==> config.mk <==
export PLATFORM = sky130hd
export DESIGN_NAME = acbr_front
export DESIGN_NICKNAME = d
export VERILOG_FILES = /design/src/sv/acbr_pkg.sv /design/src/sv/acbr_front.sv
export SDC_FILE = /design/constraint.sdc
export NUM_CORES = 1
export LEC_CHECK = 0
export BUFFER_PORTS_ARGS = -buffer_cell sky130_fd_sc_hd__buf_2
export CORE_MARGIN = 3
export CORE_UTILIZATION = 45
export CTS_CLUSTER_DIAMETER = 150
export CTS_CLUSTER_SIZE = 30
export DETAILED_ROUTE_END_ITERATION = 12
export PLACE_DENSITY = 0.62
export SYNTH_ARGS = -nofsm -noshare
export SYNTH_HDL_FRONTEND = slang
export SYNTH_SLANG_ARGS = --single-unit
export TNS_END_PERCENT = 50
==> constraint.sdc <==
create_clock -name clk_i -period 5.35 [get_ports clk_i]
set_input_delay 0.2675 -clock clk_i [delete_from_list [all_inputs] [get_ports clk_i]]
set_output_delay 0.2675 -clock clk_i [all_outputs]
set_load 0.02 [all_outputs]
==> src/sv/acbr_pkg.sv <==
package acbr_pkg;

  typedef enum logic [1:0] {
    OP_RESTART = 2'd0,
    OP_RAW     = 2'd1,
    OP_BOUNDED = 2'd2,
    OP_UNUSED  = 2'd3
  } op_e;

  typedef enum logic [2:0] {
    REG_KEY_HIGH   = 3'd0,
    REG_KEY_LOW    = 3'd1,
    REG_NONCE_HIGH = 3'd2,
    REG_NONCE_LOW  = 3'd3,
    REG_CLEAR_TAIL = 3'd4
  } reg_e;

  localparam int unsigned CfgIdxW  = 3;
  localparam int unsigned CfgDataW = 64;

  typedef struct packed {
    logic [1:0]  op;
    logic [31:0] bound;
  } in_word_t;

  typedef struct packed {
    logic [31:0] value;
    logic        status;
  } out_word_t;

  // classified command passed from front to back
  typedef struct packed {
    op_e         op;
    logic        zero_bound;
    logic [31:0] bound;
    logic [31:0] threshold;
  } cmd_t;

  function automatic logic [7:0] sbox(input logic [7:0] a);
    logic [7:0] t [256];
    t = '{
      8'h63,8'h7c,8'h77,8'h7b,8'hf2,8'h6b,8'h6f,8'hc5,8'h30,8'h01,8'h67,8'h2b,8'hfe,8'hd7,8'hab,8'h76,
      8'hca,8'h82,8'hc9,8'h7d,8'hfa,8'h59,8'h47,8'hf0,8'had,8'hd4,8'ha2,8'haf,8'h9c,8'ha4,8'h72,8'hc0,
      8'hb7,8'hfd,8'h93,8'h26,8'h36,8'h3f,8'hf7,8'hcc,8'h34,8'ha5,8'he5,8'hf1,8'h71,8'hd8,8'h31,8'h15,
      8'h04,8'hc7,8'h23,8'hc3,8'h18,8'h96,8'h05,8'h9a,8'h07,8'h12,8'h80,8'he2,8'heb,8'h27,8'hb2,8'h75,
      8'h09,8'h83,8'h2c,8'h1a,8'h1b,8'h6e,8'h5a,8'ha0,8'h52,8'h3b,8'hd6,8'hb3,8'h29,8'he3,8'h2f,8'h84,
      8'h53,8'hd1,8'h00,8'hed,8'h20,8'hfc,8'hb1,8'h5b,8'h6a,8'hcb,8'hbe,8'h39,8'h4a,8'h4c,8'h58,8'hcf,
      8'hd0,8'hef,8'haa,8'hfb,8'h43,8'h4d,8'h33,8'h85,8'h45,8'hf9,8'h02,8'h7f,8'h50,8'h3c,8'h9f,8'ha8,
      8'h51,8'ha3,8'h40,8'h8f,8'h92,8'h9d,8'h38,8'hf5,8'hbc,8'hb6,8'hda,8'h21,8'h10,8'hff,8'hf3,8'hd2,
      8'hcd,8'h0c,8'h13,8'hec,8'h5f,8'h97,8'h44,8'h17,8'hc4,8'ha7,8'h7e,8'h3d,8'h64,8'h5d,8'h19,8'h73,
      8'h60,8'h81,8'h4f,8'hdc,8'h22,8'h2a,8'h90,8'h88,8'h46,8'hee,8'hb8,8'h14,8'hde,8'h5e,8'h0b,8'hdb,
      8'he0,8'h32,8'h3a,8'h0a,8'h49,8'h06,8'h24,8'h5c,8'hc2,8'hd3,8'hac,8'h62,8'h91,8'h95,8'he4,8'h79,
      8'he7,8'hc8,8'h37,8'h6d,8'h8d,8'hd5,8'h4e,8'ha9,8'h6c,8'h56,8'hf4,8'hea,8'h65,8'h7a,8'hae,8'h08,
      8'hba,8'h78,8'h25,8'h2e,8'h1c,8'ha6,8'hb4,8'hc6,8'he8,8'hdd,8'h74,8'h1f,8'h4b,8'hbd,8'h8b,8'h8a,
      8'h70,8'h3e,8'hb5,8'h66,8'h48,8'h03,8'hf6,8'h0e,8'h61,8'h35,8'h57,8'hb9,8'h86,8'hc1,8'h1d,8'h9e,
      8'he1,8'hf8,8'h98,8'h11,8'h69,8'hd9,8'h8e,8'h94,8'h9b,8'h1e,8'h87,8'he9,8'hce,8'h55,8'h28,8'hdf,
      8'h8c,8'ha1,8'h89,8'h0d,8'hbf,8'he6,8'h42,8'h68,8'h41,8'h99,8'h2d,8'h0f,8'hb0,8'h54,8'hbb,8'h16
    };
    return t[a];
  endfunction

  function automatic logic [7:0] xtime(input logic [7:0] a);
    return {a[6:0], 1'b0} ^ (a[7] ? 8'h1b : 8'h00);
  endfunction

endpackage

==> src/sv/acbr_front.sv <==
module acbr_front import acbr_pkg::*; (
  input  logic     clk_i,
  input  logic     rst_ni,
  input  logic     in_valid,
  output logic     in_stall,
  input  in_word_t in_data,
  output logic     cmd_valid_o,
  input  logic     cmd_ready_i,
  output cmd_t     cmd_o
);

  typedef enum logic [1:0] {
    F_IDLE,
    F_DIV,
    F_DONE
  } fstate_e;

  fstate_e     state_q;
  logic [1:0]  op_q;
  logic [31:0] bound_q;
  logic [32:0] rem_q;
  logic [32:0] num_q;
  logic [5:0]  cnt_q;
  logic [33:0] trial;

  assign in_stall    = (state_q != F_IDLE);
  assign cmd_valid_o = (state_q == F_DONE);
  assign cmd_o.op         = op_e'(op_q);
  assign cmd_o.bound      = bound_q;
  assign cmd_o.zero_bound = (bound_q == 32'd0);
  assign cmd_o.threshold  = rem_q[31:0];

  // restoring divide, one quotient bit per cycle
  assign trial = {rem_q, num_q[32]} - {2'b00, bound_q};

  always_ff @(posedge clk_i or negedge rst_ni) begin
    if (!rst_ni) begin
      state_q <= F_IDLE;
      op_q    <= 2'd0;
      bound_q <= '0;
      rem_q   <= '0;
      num_q   <= '0;
      cnt_q   <= '0;
    end else begin
      case (state_q)
        F_IDLE: begin
          if (in_valid) begin
            op_q    <= in_data.op;
            bound_q <= in_data.bound;
            rem_q   <= '0;
            num_q   <= 33'h1_0000_0000 - {1'b0, in_data.bound};
            cnt_q   <= 6'd33;
            if (in_data.op == OP_BOUNDED && in_data.bound != 32'd0) begin
              state_q <= F_DIV;
            end else begin
              state_q <= F_DONE;
            end
          end
        end
        F_DIV: begin
          if (!trial[33]) begin
            rem_q <= trial[32:0];
          end else begin
            rem_q <= {rem_q[31:0], num_q[32]};
          end
          num_q <= {num_q[31:0], 1'b0};
          cnt_q <= cnt_q - 6'd1;
          if (cnt_q == 6'd1) begin
            state_q <= F_DONE;
          end
        end
        F_DONE: begin
          if (cmd_ready_i) begin
            state_q <= F_IDLE;
          end
        end
        default: state_q <= F_IDLE;
      endcase
    end
  end

endmodule

## Word level (Yosys, flattened, before mapping)

Cells that the tools add are included.

| cells by class | value |
|---|---|
| reductions and logical operators | 9 |
| add/sub/neg operators | 3 |
| divide/modulo/power cells | 0 |
| bitwise operators | 0 |
| muxes and demuxes | 12 |
| equal/unequal tests | 7 |
| $mul | 0 |
| shifts and indexed selects | 0 |
| order comparisons | 0 |

Operator list:

| cell | count |
|---|---|
| 33-bit one-hot mux with 2 select lines | 2 |
| 33-bit two-way mux | 3 |
| 34-bit by 32-bit subtractor with 34-bit output | 1 |
| 33-bit by 32-bit subtractor with 33-bit output (first input constant) | 1 |
| 32-bit zero test | 1 |
| 32-bit nonzero test | 1 |
| 6-bit one-hot mux with 2 select lines | 1 |
| 2-bit two-way mux | 4 |
| 6-bit by 1-bit == test with 1-bit output (second input constant) | 1 |
| 6-bit two-way mux | 1 |
| 2-bit one-hot mux with 3 select lines | 1 |
| 6-bit by 1-bit subtractor with 6-bit output (second input constant) | 1 |
| 2-bit == test (second input constant) | 2 |
| 2-bit != test (second input constant) | 2 |
| 2-bit AND reduction | 2 |
| 2-bit nonzero test | 2 |
| 3-bit AND reduction | 1 |
| 2-bit by 1-bit == test with 1-bit output (second input constant) | 1 |
| 2-bit zero test | 1 |
| 2-bit by 1-bit != test with 1-bit output (second input constant) | 1 |
| 1-bit logical AND | 1 |

| storage, ports and cells | value |
|---|---|
| memory bits (read-only) | 0 |
| bits in latches | 0 |
| memory bits (writable) | 0 |
| bits of input ports | 38 |
| bits in registers | 108 |
| memories | 0 |

## Longest topological paths before layout

| depth | value |
|---|---|
| word-level depth | 5 |
| gate-level depth with buffers | 12 |

## Least setup slack after synthesis

OpenSTA, ideal clock, no wires.

| timing | value |
|---|---|
| path kind | reg-to-reg |
| start point | register bound_q[1] |
| end point | register rem_q[31] |
| library setup time | 0.130 ns |
| cell stages (with the launch flop) | 12 |
| slack | 2.343 ns |
| arrival | 2.877 ns |
| period minus slack after synthesis | 3.007 ns |
| cells stage by stage | dfrtp_1 inv_1 ha_1 nor2b_1 o2111ai_1 a2111oi_4 nor3_2 a41o_1 or3_1 buf_2 nor4_1 a21oi_1 |

| on the way | value |
|---|---|
| longest elaborated chain between the ends | 3 |

Ends and longest elaborated chain:

| item | line | RTL |
|---|---|---|
| from (decl) | acbr_front.sv:20 | `logic [31:0] bound_q;` |
| from (signal assigned) | acbr_front.sv:49 | `bound_q <= in_data.bound;` |
| 34-bit by 32-bit subtractor with 34-bit output | acbr_front.sv:34 | `assign trial = {rem_q, num_q[32]} - {2'b00, bound_q};` |
| 33-bit two-way mux | acbr_front.sv:61 | `if (!trial[33]) begin` |
| 33-bit one-hot mux with 2 select lines | acbr_front.sv:45 | `case (state_q)` |
| to (signal assigned) | acbr_front.sv:62 | `rem_q <= trial[32:0];` |
| to (signal assigned) | acbr_front.sv:64 | `rem_q <= {rem_q[31:0], num_q[32]};` |
| to (decl) | acbr_front.sv:21 | `logic [32:0] rem_q;` |

No other way between the ends.
A chain may end at the register's enable or synchronous reset.

## Final worst setup path

| timing | value |
|---|---|
| start point | register bound_q[1] |
| end point | register rem_q[4] |

Same word-level chain as after synthesis.

==> results.yml <==
floorplanning:
  die_h_um: 135
  design.die.area_um2: 18100
  io_pins: 107
  start_util_pct: 46.3
  rows: 46
  dieWidth_um: 135
  coreArea_um2: 16100
critical_path:
  worstPathMaxFanout: 13
  critPathKind: "flop to flop"
  end_kind: "flop"
  ff2ff_path_depth: 11
  critPathArrivalTime_ns: 3.87
  crit_required_ns: 5.59
  r2r-start: "bound_q[1]"
  r2r_end: "rem_q[4]"
  start_kind: "flop"
  r2r_setup_slack_ns: 1.72
timing:
  fin_crit_sh_pct: 67.9
  rsz0062_at_grt: "no"
  fmax_mhz: 275
  min_period_ns: 3.63
  setup_ws_ns: 1.72
  whs_ns: 0.109
  tns_ns: 0
  final-max-slew-violation-count: 0
  finalSetupViolCount: 0
  clock_skew_ns: 0.00889
  worst_pin_slew_ns: 1.04
  max_slew_margin_pct: 30.3
  finalHoldViolations: 0
clock_network:
  insertion_delay_ns: 0.36
  cts_setup_buffers: 0
  ctsResizeCount: 0
  path_clk_slew_ns: 0.07
  clock-root-buffer: "clkbuf_16"
  numCtsBuffers: 9
  cts.htree.levels: 3
  cts_tree: "done"
  cts_buffer_depth: 2
  cts_hold_buf: 1
  clock_sinks: 108
global_route:
  grt_pass1_wl_um: 33200
  grt_pass1_vias: 6112
  antenna_found_initial: 0
  track_usage_pct: 23.0
  gr-total-overflow: 0
  grt_max_degree: 66
drt:
  drtAntennaViolNets: 0
  avgViaCountPerCell: 5.71
  vias: 6549
  drt_wl_total_um: 20700
  wl_per_cell_um: 18.1
  first_pass_iters: 5
  drt-initial-drc-count: 448
  drc_errors: 0
yosys:
  synth-edff-count: 0
  synth_warnings: 0
  synth_cell_types: 69
  synth_fp_nets: 949
  synthMostInstantiatedCell: "nand2_1"
  async_flop_share_pct: 100
  yosys_most_used_dff: "dfrtp_1"
  ys_seq_area_share_pct: 36.3
  synth.area.top_cells: "dfrtp_1 (36%), nand2_1 (6.5%), ha_1 (5.9%)"
  netlist_area_um2: 7440
  synth_common_cells: "nand2_1 (128), dfrtp_1 (108), o21ai_0 (81), inv_1 (44)"
  yosysTopAreaCellShare_pct: 36.3
  yosys.area.top_type: "dfrtp_1"
  synth-seq-cells: 108
  postSynthCellCount: 875
  syn_area_per_cell_um2: 8.51
layout:
  antennaDiodeCount: 0
  fin_nets: 999
  fillers: 1547
  syn_to_final_growth_pct: 10.6
  drive_gt1_share_pct: 15.8
power:
  p_leak_uw: 0.00378
  p_per_area_nw_per_um2: 480
  ir_drop_mv: 0.287
min_path:
  holdCritPathClass: "primary input to flop"
  hold_start: "in_data[32]"
  worstHoldEndpoint: "op_q[0]"
  holdPathStages: 3
placement:
  hpwl_um: 15600
  place_ws_ns: 1.76
  gp_congestion: 0.919
  port_buffers: 106
outcome:
  status: "completed"
job:
  maxCapViolations: 0
layer usage:
layer / track usage, % / wire length, um
met5: 0 / 0
met4: 5.37 / 366
met3: 5.74 / 1370
met2: 36.0 / 9530
met1: 32.5 / 9430
flip-flops by register name, indices dropped and copies added (netlist names):
name / count
rem_q: 33
cnt_q: 6
bound_q: 32
state_q: 2
num_q: 33
op_q: 2
per-stage QoR:
| step | total power (uW) | area [um^2] | instances | utilization, % |
|---|---|---|---|---|
| after global placement | 3190 | 7890 | 1129 | 49.1 |
| after CTS | 3970 | 8230 | 1146 | 51.3 |
| final | 3950 | 8230 | 1146 | 51.3 |
| after global routing | 4250 | 8230 | 1146 | 51.3 |
| after floorplan | 2610 | 7440 | 875 | - |
| after detailed placement | 3190 | 7890 | 1129 | 49.1 |
cells by family after synthesis:
| logic type | after synthesis | share of synthesized area [%] |
|---|---|---|
| fa+ha+maj | 36 | 6.15 |
| buf+inv | 118 | 7.72 |
| xor+xnor | 58 | 6.83 |
| simple gates | 282 | 19.1 |
| compound gates | 249 | 20.7 |
| mux | 24 | 3.24 |
| flops | 108 | 36.3 |
how the worst max path moves through the flow:
stage / from / end / slack (ns) / cells after the start
final: bound_q[1] / rem_q[4] / 1.72 / 11
after CTS: bound_q[1] / rem_q[4] / 1.74 / 11
after detailed placement: bound_q[1] / rem_q[4] / 1.76 / 11
after global placement: bound_q[1] / rem_q[3] / 1.94 / 11
after global routing: bound_q[1] / rem_q[11] / 1.46 / 11
after floorplan: bound_q[1] / rem_q[31] / 2.34 / 11
layout make-up:
| class | count | area (um^2) | share of cell area [%] |
|---|---|---|---|
| clock buffer | 12 | 256 | 3.12 |
| clock inverter | 4 | 77.6 | 0.942 |
| inverter | 44 | 165 | 2.01 |
| multi-input combinational | 649 | 4170 | 50.7 |
| sequential | 108 | 2700 | 32.8 |
| tap | 216 | 270 | 3.28 |
| timing repair buffer | 113 | 588 | 7.14 |
layout by cell type (no fill, tap or decap), types with 19 or more instances in the layout:
master	count
mux2i_1	23
o21ai_1	29
ha_1	35
a22oi_1	26
buf_2	105
xor2_1	28
nor2_1	43
inv_1	44
dfrtp_1	108
xnor2_1	30
nand2_1	128
nand3_1	19
o21ai_0	81
a21oi_1	43
worst max-delay path, stage by stage (launching register included):
cell and delay (ns):
dfrtp_1 0.44, inv_1 0.08, ha_1 0.27, nor2b_1 0.18, o2111ai_1 0.21, a2111oi_4 0.51
nor3_2 0.15, a41o_1 0.29, nor3_4 0.68, buf_4 0.38, mux2i_1 0.24, o21ai_1 0.07
power by group:
part / switching, uW / total (uW) / internal [uW]
Sequential: 226 / 1310 / 1090
Combinational: 1220 / 1870 / 651
Clock: 329 / 770 / 441
Total: 1770 / 3950 / 2180
(Power assumes the default switching activity.)
